**src/mcbf_pkg.sv**
```systemverilog
// shared types, codes and widths for the multi-channel byte fifo
`default_nettype none
package mcbf_pkg;

	localparam int MCBF_CHANNELS = 4;
	localparam int MCBF_DEPTH    = 256;

	localparam int CMD_W      = 2;
	localparam int CH_FIELD_W = 3;
	localparam int BYTE_W     = 8;
	localparam int STATUS_W   = 2;
	localparam int FILL_W     = 9;
	localparam int TALLY_W    = 10;

	localparam int TUSER_IN_W   = CMD_W + CH_FIELD_W;
	localparam int TDATA_OUT_W  = 32;
	localparam int OUT_FIELDS_W = BYTE_W + FILL_W + TALLY_W;
	localparam int OUT_PAD_W    = TDATA_OUT_W - OUT_FIELDS_W;

	localparam logic [TALLY_W-1:0] TALLY_MAX = 10'd1023;

	localparam logic [CMD_W-1:0] CMD_CLEAR = 2'd0;
	localparam logic [CMD_W-1:0] CMD_WRITE = 2'd1;
	localparam logic [CMD_W-1:0] CMD_READ  = 2'd2;
	localparam logic [CMD_W-1:0] CMD_NOP   = 2'd3;

	localparam logic [STATUS_W-1:0] ST_DONE    = 2'd0;
	localparam logic [STATUS_W-1:0] ST_BAD_CH  = 2'd1;
	localparam logic [STATUS_W-1:0] ST_NO_ROOM = 2'd2;

	typedef struct packed {
		logic capture;
		logic execute;
		logic load_out;
	} dp_cmd_t;

endpackage
`default_nettype wire

```
**src/mcbf_ctrl.sv**
```systemverilog
// sequencing state machine: capture, execute, output load
`default_nettype none
module mcbf_ctrl
	import mcbf_pkg::*;
(
	input  wire logic    clk,
	input  wire logic    arst_n,
	input  wire logic    in_valid,
	output logic         in_ready,
	output logic         out_valid,
	input  wire logic    out_ready,
	output dp_cmd_t      dp_cmd
);

	typedef enum logic [1:0] {
		S_IDLE,
		S_EXEC,
		S_LOAD
	} state_t;

	state_t state_q;
	logic   out_valid_q;
	logic   load_ok;

	assign in_ready  = (state_q == S_IDLE);
	assign out_valid = out_valid_q;
	assign load_ok   = !out_valid_q || out_ready;

	always_comb begin
		dp_cmd.capture  = in_valid && in_ready;
		dp_cmd.execute  = (state_q == S_EXEC);
		dp_cmd.load_out = (state_q == S_LOAD) && load_ok;
	end

	always_ff @(posedge clk or negedge arst_n) begin
		if (!arst_n) begin
			state_q     <= S_IDLE;
			out_valid_q <= 1'b0;
		end else begin
			if (dp_cmd.load_out) begin
				out_valid_q <= 1'b1;
			end else if (out_ready) begin
				out_valid_q <= 1'b0;
			end
			case (state_q)
				S_IDLE: begin
					if (in_valid) begin
						state_q <= S_EXEC;
					end
				end
				S_EXEC: begin
					state_q <= S_LOAD;
				end
				S_LOAD: begin
					if (load_ok) begin
						state_q <= S_IDLE;
					end
				end
				default: begin
					state_q <= S_IDLE;
				end
			endcase
		end
	end

endmodule
`default_nettype wire

```
**config.mk**
```make
export PLATFORM = sky130hd
export DESIGN_NAME = mcbf_ctrl
export DESIGN_NICKNAME = d
export VERILOG_FILES = /design/src/mcbf_pkg.sv /design/src/mcbf_ctrl.sv
export SDC_FILE = /design/constraint.sdc
export NUM_CORES = 1
export LEC_CHECK = 0
export ABC_AREA = 0
export BUFFER_PORTS_ARGS = -buffer_cell sky130_fd_sc_hd__buf_4
export CAP_MARGIN = 10
export CELL_PAD_IN_SITES_DETAIL_PLACEMENT = 2
export CELL_PAD_IN_SITES_GLOBAL_PLACEMENT = 2
export CORE_AREA = 2 2 39 41
export DETAILED_ROUTE_END_ITERATION = 7
export DIE_AREA = 0 0 41 43
export GPL_TIMING_DRIVEN = 0
export PLACE_DENSITY_LB_ADDON = 0.1
export SLEW_MARGIN = 40
export SYNTH_ARGS = -nofsm -noshare
export SYNTH_HDL_FRONTEND = slang
export SYNTH_SLANG_ARGS = --single-unit
```
**constraint.sdc**
```tcl
create_clock -name clk -period 0.9 [get_ports clk]
set_input_delay 0.045 -clock clk [delete_from_list [all_inputs] [get_ports clk]]
set_output_delay 0.045 -clock clk [all_outputs]
set_load 0.01 [all_outputs]
```
==> flow_summary.ini, run 1 <==
[yosys]
syn-cell-area_um2 = 133
synth_cell_types = 8
synth-xor-area-share_pct = 0
yosys.area_share.simple_pct = 37.7
synth_compound_area_share_pct = 5.66
synthAdderAreaFrac_pct = 0
synth_nets = 16
synth.yosys.warnings = 0
ys_seq_area_share_pct = 56.6
synthCells = 12
synth.area.mux_share_pct = 0
synth_top_family_by_area = simple AND/OR/NAND/NOR gates
syn_avg_cell_area_um2 = 11.1
ys_seq_elements = 3

[grt]
grt.total_usage_pct = 5.53
grt_util_met1_pct = 5.16
grt_use_met2_pct = 7.50
antenna_found_initial = 0
gr-total-overflow = 0
first_global_vias = 155
grt.busiest_layer = met4
use_met3_pct = 1.57
grt_pass1_wl_um = 600
grt_max_degree = 4

[run_status]
violations = setup timing
status = finished with violations

[cells_and_area]
drive_gt1_share_pct = 63.0
fin_area_um2 = 278
fin_nets = 32
diodes = 0
syn2layout_area_growth_pct = 109

[placement]
io_buffers = 8
place.gp.congestion = 0.628
place_area_um2 = 213
dp_hpwl_um = 279

[clocking]
clock_latency_ps = 230
htreeDepth = 1
cts_buffers = 3
cts-root-buf = clkbuf_4
clk_path_buf_depth = 2
cts.sinks = 3
cts_tree = built
clkTransAtPathRegs_ps = 40

[die]
dieArea_mm2 = 0.00176
die_h_um = 43
initial_core_util_pct = 9.58
die_w_um = 41
fp.coreArea_mm2 = 0.00138
num_rows = 14
io_pins = 9

[timing]
setup_ws_ps = -164
setup_viol = 5
worstMarginPinSlew_ps = 153
rsz0062_at_grt = true
relSlewSlack_pct = 89.8
fin_crit_sh_pct = 118
fin_crit_ps = 1060
skew_ps = 1.58
slew_violations = 0
finalHoldViolations = 0
fmax_mhz = 940

[setup_path]
r2r_start = state_q[0]$_DFFE_PN0P_
worstReg2RegEnd = state_q[1]$_DFFE_PN0P_
cp_slowest_stage_delay_ps = 400
critPathBufInv = 1
path_cells = nand2b_4 > nor2b_1 > buf_4
cp_slowest_cell = dfrtp_1
critPathKind = reg -> out
reg2reg_slack_ps = -40
r2r_cells = 3
critical_path_arrival_ps = 1020
startpoint_type = register
cp-end-kind = output port
cp_top_family = flip-flops
cp_max_fo = 3
worst_ep_required_time_ps = 850

[run]
max_cap_violations = 0

[routing]
viasPerCell = 3.21
ant_nets = 0
vias = 138
post_drt_wl_per_cell_um = 8.65
drt_iter0_markers = 0
drt_first_pass_iters = 1
route.detailed.drc = 0
drt_wl_total_um = 372

[power]
p_per_area_mw_per_mm2 = 2840
total_power_w = 0.000789
p_leak_nw = 0.134
ir_drop_uv = 669

[worst_hold_path]
hold_class = in -> reg
min-delay-start = in_valid
worstHoldEndpoint = state_q[0]$_DFFE_PN0P_
hold_path_depth = 2
[per-layer routing]
layer / up-vias / wire length [um]
met5: - / 0
met4: 0 / 0
met3: 0 / 21
met2: 3 / 226
met1: 69 / 125
li1: 66 / -
[stage by stage]
| step | instances | hold WS (ps) | utilization, % | TNS, ps | worst slack [ps] |
|---|---|---|---|---|---|
| global placement | 36 | -165 | 15.4 | 0 | 54.5 |
| global route | 43 | 37.7 | 20.1 | -811 | -209 |
| CTS | 42 | 28.5 | 19.5 | -586 | -191 |
| detailed placement | 36 | -164 | 15.4 | 0 | 42.1 |
| finish | 43 | 32.5 | 20.1 | -570 | -164 |
| floorplan | 12 | -251 | - | 0 | 97.5 |
[cells in the final DEF (no fill, tap or decap)]
cell,instances
nor2_4,1
buf_4,10
o21bai_1,1
nand2b_4,1
nand2_1,1
clkbuf_1,1
clkbuf_4,3
dfrtp_1,2
dfrtp_2,1
and2_1,2
dlygate4sd3_1,1
nand2b_1,1
nor2b_2,1
nor2b_1,1
[final cells by class]
cell class	count	area, um2
Sequential cell	3	76.3
Multi-Input combinational cell	9	70.1
Tap cell	16	20.0
Clock buffer	4	26.3
Timing Repair Buffer	11	85.1
Fill cell	176	1110
[repair_timing]
action / in CTS / in global routing
hold endpoints to repair: 3 / 0
setup endpoints to repair: 4 / 5
setup buffers: 1 / 2
pin swaps: 2 / 1
hold buffers: 1 / 0
resized for setup: 3 / 0
[state kept, by name (all words and copies together), names as in the netlist]
name,cells
out_valid,1
state_q,2
[cell usage after synthesis]
library cell / number / area (um2)
nor2_2: 1 / 6.26
nand2b_1: 2 / 12.5
and2_1: 2 / 12.5
dfrtp_1: 3 / 75.1
o21bai_1: 1 / 7.51
nand2_1: 1 / 3.75
nor2b_1: 1 / 6.26
nor2b_2: 1 / 8.76
[cells by family after synthesis]
family	after synthesis
flip-flops	3
AO/OA/AOI/OAI	1
AND/OR/NAND/NOR	8
[how the worst max path moves through the flow]
stage                                 startpoint                endpoint  slack, ps  depth (start not counted)
after floorplan           state_q[0]$_DFFE_PN0P_  state_q[1]$_DFFE_PN0P_        100                          2
after global placement    state_q[0]$_DFFE_PN0P_               dp_cmd[0]         50                          3
after detailed placement  state_q[1]$_DFFE_PN0P_               dp_cmd[2]         40                          3
after CTS                 state_q[0]$_DFFE_PN0P_               dp_cmd[0]       -190                          3
after global routing      state_q[0]$_DFFE_PN0P_               dp_cmd[0]       -210                          3
final                     state_q[0]$_DFFE_PN0P_               dp_cmd[0]       -160                          3
[power by group]
| group | switching [W] | internal (W) | total [W] |
|---|---|---|---|
| combinational | 0.000125 | 0.000197 | 0.000322 |
| sequential | 0.0000518 | 0.000181 | 0.000233 |
| clock | 0.0000675 | 0.000166 | 0.000234 |
Note: power is estimated with default switching activity, not from simulation.
==> run 2, diff against run 1 <==
- CORE_AREA: 2 2 39 41 -> 3 3 40 42
- DIE_AREA: 0 0 41 43 -> 0 0 43 45
==> flow_summary.ini, run 2 (synthesized netlist as in run 1, its figures left out) <==
[run_status]
status = finished with violations
violations = setup timing

[grt]
grt_pass1_wl_um = 717
grt_max_degree = 4
first_global_vias = 164
antenna_found_initial = 0
gr-total-overflow = 0
grt.total_usage_pct = 5.83

[die]
die_h_um = 45
dieArea_mm2 = 0.00194
num_rows = 13
fp.coreArea_mm2 = 0.00128
io_pins = 9
die_w_um = 43
initial_core_util_pct = 10.3

[power]
swShare_pct = 32.5
ir_drop_uv = 996
p_per_area_mw_per_mm2 = 2890
p_leak_nw = 0.129
p_sw_w = 0.000253
power_frac_clock_pct = 31.8
p_seq_share_pct = 30.0
power_frac_comb_pct = 38.2
p_int_w = 0.000525

[timing]
setup_ws_ps = -177
finalHoldViolations = 0
fin_crit_ps = 1080
fin_crit_sh_pct = 120
setup_viol = 4
worstMarginPinSlew_ps = 140
rsz0062_at_grt = true
relSlewSlack_pct = 90.6
slew_violations = 0
skew_ps = 1.82
fmax_mhz = 928

[cells_and_area]
multi_input_area_um2 = 70.1
final_common_cell = buf_4
layout_common_cells = 9 x buf_4, 3 x clkbuf_4, 2 x and2_1, 2 x dfrtp_1
fillers = 153
largest_reg_flops = 2
ff_latch_area_um2 = 76.3
diodes = 0
syn2layout_area_growth_pct = 103
fin_area_um2 = 269
top_register = state_q
fin_nets = 31
drive_gt1_share_pct = 61.5

[setup_path]
critPathKind = reg -> out
cp-end-kind = output port
cp_slowest_stage_delay_ps = 440
cp_max_fo = 3
cp_slowest_cell = dfrtp_2
critPathBufInv = 1
path_cells = nor2_4 > and2_1 > buf_4
startpoint_type = register
critical_path_arrival_ps = 1030
cp_top_family = flip-flops
worst_ep_required_time_ps = 850

[clocking]
cts_tree = built
cts.sinks = 3
clock_latency_ps = 240
htreeDepth = 1
cts-root-buf = clkbuf_4
cts_buffers = 3
clk_path_buf_depth = 2
clkTransAtPathRegs_ps = 40

[routing]
drt_wl_total_um = 401
drt_iter0_markers = 0
route.detailed.drc = 0
viasPerCell = 3.37
vias = 138
ant_nets = 0
post_drt_wl_per_cell_um = 9.78
drt_first_pass_iters = 1

[run]
max_cap_violations = 0

[placement]
io_buffers = 8
dp_hpwl_um = 284
pre_cts_ws_ps = 28.1
place.gp.congestion = 0.615
place_area_um2 = 211

[worst_hold_path]
hold_class = in -> reg
[run 2: cell types whose count changed in the layout (fill, tap and decap cells not counted), sizes merged]
cell and change:
buf -1
[run 2: stage by stage]
step | utilization (%) | hold slack [ps] | TNS, ps | instances | total power, W
2_1_floorplan | - | -251 | 0 | 12 | 0.000333
3_3_place_gp | 16.5 | -164 | 0 | 35 | 0.000477
3_5_place_dp | 16.5 | -163 | 0 | 35 | 0.000477
4_1_cts | 20.9 | 18.1 | -587 | 41 | 0.000804
5_1_grt | 20.9 | 28.2 | -799 | 41 | 0.000848
6_report | 20.9 | 23.5 | -507 | 41 | 0.000777
[run 2: final cells by class]
class	instances	area share [%]
Clock buffer	4	9.77
Multi-Input combinational cell	9	26.0
Sequential cell	3	28.4
Tap cell	15	6.98
Timing Repair Buffer	10	28.8
[run 2: path summary, 6_finish.rpt]
kind                                                to                   start  slack, ps  cells past startpoint
worst max-delay path                         dp_cmd[2]  state_q[1]$_DFFE_PN0P_       -180                      3
worst min-delay path            state_q[0]$_DFFE_PN0P_                in_valid         20                      2
worst max register to register  state_q[1]$_DFFE_PN0P_  state_q[0]$_DFFE_PN0P_         30                      3
worst min register to register   out_valid$_DFFE_PN0P_   out_valid$_DFFE_PN0P_        560                      2
max in group asynchronous       state_q[1]$_DFFE_PN0P_                  arst_n        660                      2
min in group asynchronous        out_valid$_DFFE_PN0P_                  arst_n        140                      2
[run 2: what timing repair did]
| action | in CTS | in global routing |
|---|---|---|
| endpoints found under the hold margin | 3 | 0 |
| gates resized for setup | 3 | 0 |
| endpoints found under the setup margin | 4 | 5 |
| pin swaps | 2 | 0 |
| hold buffers | 1 | 0 |
| setup buffers | 1 | 0 |
[run 2: routing by layer]
| layer | share of wire [%] | global-route usage (%) |
|---|---|---|
| met1 | 33 | 4.59 |
| met2 | 53 | 8.08 |
| met3 | 13 | 5.98 |
| met4 | 0 | 5.42 |
| met5 | 0 | 0 |
[run 2: power groups by stage]
| stage | sequential, W | clock [W] | combinational, W |
|---|---|---|---|
| after floorplan | 0.000218 | 0 | 0.000115 |
| final | 0.000233 | 0.000247 | 0.000297 |
| after detailed placement | 0.000215 | 0 | 0.000262 |
| after CTS | 0.000237 | 0.000263 | 0.000304 |
| after global placement | 0.000216 | 0 | 0.000261 |
| after global routing | 0.000245 | 0.000284 | 0.000319 |
==> run 3, diff against run 2 <==
- CTS_BUF_LIST: default -> sky130_fd_sc_hd__clkbuf_4 sky130_fd_sc_hd__clkbuf_8
==> flow_summary.ini, run 3 (synthesized netlist as in run 1, its figures left out) <==
[clocking]
clock_latency_ps = 240
cts.sinks = 3
clkTransAtPathRegs_ps = 40
cts_buffers = 3
clk_path_buf_depth = 2
cts_tree = built
cts-root-buf = clkbuf_4
htreeDepth = 1

[timing]
relSlewSlack_pct = 90.2
fin_crit_sh_pct = 122
fmax_mhz = 913
slew_violations = 0
fin_tns_setup_ps = -647
setup_viol = 4
fin_hold_ws_ps = 31.9
rsz0062_at_grt = true
worstMarginPinSlew_ps = 147
fin_crit_ps = 1100
skew_ps = 2.83
setup_ws_ps = -196
finalHoldViolations = 0

[placement]
pre_cts_ws_ps = 28.1
place.gp.congestion = 0.615
dp_hpwl_um = 284
dp.cells = 35
io_buffers = 8

[setup_path]
crit_path_start = state_q[1]$_DFFE_PN0P_
cp_slowest_cell = dfrtp_2
cp_slowest_stage_delay_ps = 450
critical_path_arrival_ps = 1050
path_cells = nor2_4 > and2_4 > buf_6
reg2reg_slack_ps = 30
cp_max_fo = 3
worst_ep_required_time_ps = 850
critPathKind = reg -> out
r2r_start = state_q[0]$_DFFE_PN0P_
startpoint_type = register
cp-end-kind = output port

[grt]
antenna_found_initial = 0
grt_util_met1_pct = 4.59
use_met3_pct = 6.37
grt.total_usage_pct = 5.67
grt.busiest_layer = met2
grt_pass1_wl_um = 690
gr-total-overflow = 0
first_global_vias = 151
grt_use_met2_pct = 7.19
grt_max_degree = 4

[cells_and_area]
top_register = state_q
layout_common_cells = 8 x buf_4, 4 x clkbuf_4, 2 x dfrtp_1, 2 x buf_6
diodes = 0
fin_nets = 32
syn2layout_area_growth_pct = 119
final_common_cell = buf_4
fillers = 148
utilization_pct = 22.6
ff_latch_area_um2 = 76.3
largest_reg_flops = 2
final_cells = 42
multi_input_area_um2 = 72.6
drive_gt1_share_pct = 70.4

[run_status]
violations = setup timing
status = finished with violations

[die]
io_pins = 9
initial_core_util_pct = 10.3
fp.coreArea_mm2 = 0.00128
die_h_um = 45
dieArea_mm2 = 0.00194
num_rows = 13
die_w_um = 43

[worst_hold_path]
hold_class = in -> reg
min-delay-start = in_valid

[routing]
vias = 144
route.detailed.drc = 0
drt_wl_total_um = 406
drt_first_pass_iters = 1
post_drt_wl_per_cell_um = 9.67
viasPerCell = 3.43
drt_iter0_markers = 0
ant_nets = 0

[power]
p_per_area_mw_per_mm2 = 2960
ir_drop_uv = 1030
p_leak_nw = 0.142

[run]
max_cap_violations = 0
-- run 3: cell types whose count changed in the layout (fill, tap and decap cells not counted) --
cell      change
clkbuf_4      +1
clkbuf_1      -1
and2_4        +1
buf_4         -1
buf_6         +2
and2_1        -1
-- run 3: final cells by class --
class                           instances  area share [%]
Tap cell                               15            6.47
Timing Repair Buffer                   11            31.9
Sequential cell                         3            26.3
Multi-Input combinational cell          9            25.0
Clock buffer                            4            10.3
-- run 3: worst paths after layout --
kind / endpoint / cells after the start
min in group asynchronous: out_valid$_DFFE_PN0P_ / 2
max reg2reg: state_q[1]$_DFFE_PN0P_ / 3
max: dp_cmd[2] / 3
min reg2reg: out_valid$_DFFE_PN0P_ / 2
min: state_q[0]$_DFFE_PN0P_ / 2
max in group asynchronous: state_q[1]$_DFFE_PN0P_ / 2
-- run 3: where the power goes --
part / internal, W / switching (W)
clock: 0.000197 / 0.0000811
combinational: 0.000220 / 0.000128
sequential: 0.000181 / 0.0000516
-- run 3: repair_timing --
action	CTS	global route
setup endpoints to repair	4	5
buffers inserted	1	1
gates resized for setup	3	3
hold endpoints to repair	3	0
pin swaps	2	3
hold buffers	1	0
-- run 3: through the flow --
stage,area [um2],total power (W)
after global placement,211,0.000477
final,290,0.000859
after floorplan,133,0.000333
after CTS,273,0.000827
after global routing,290,0.000932
after detailed placement,211,0.000477
-- run 3: critical path, delay by kind of cell (launching register included) --
kind | cells | cell delay (ps)
buffers and inverters | 1 | 90
flip-flops | 1 | 450
AND/OR/NAND/NOR | 2 | 280
-- run 3: metal layers --
metal | vias to the layer above | share of wire [%]
li1 | 66 | -
met1 | 69 | 33
met4 | 0 | 0
met3 | 0 | 16
met2 | 9 | 51
met5 | - | 0
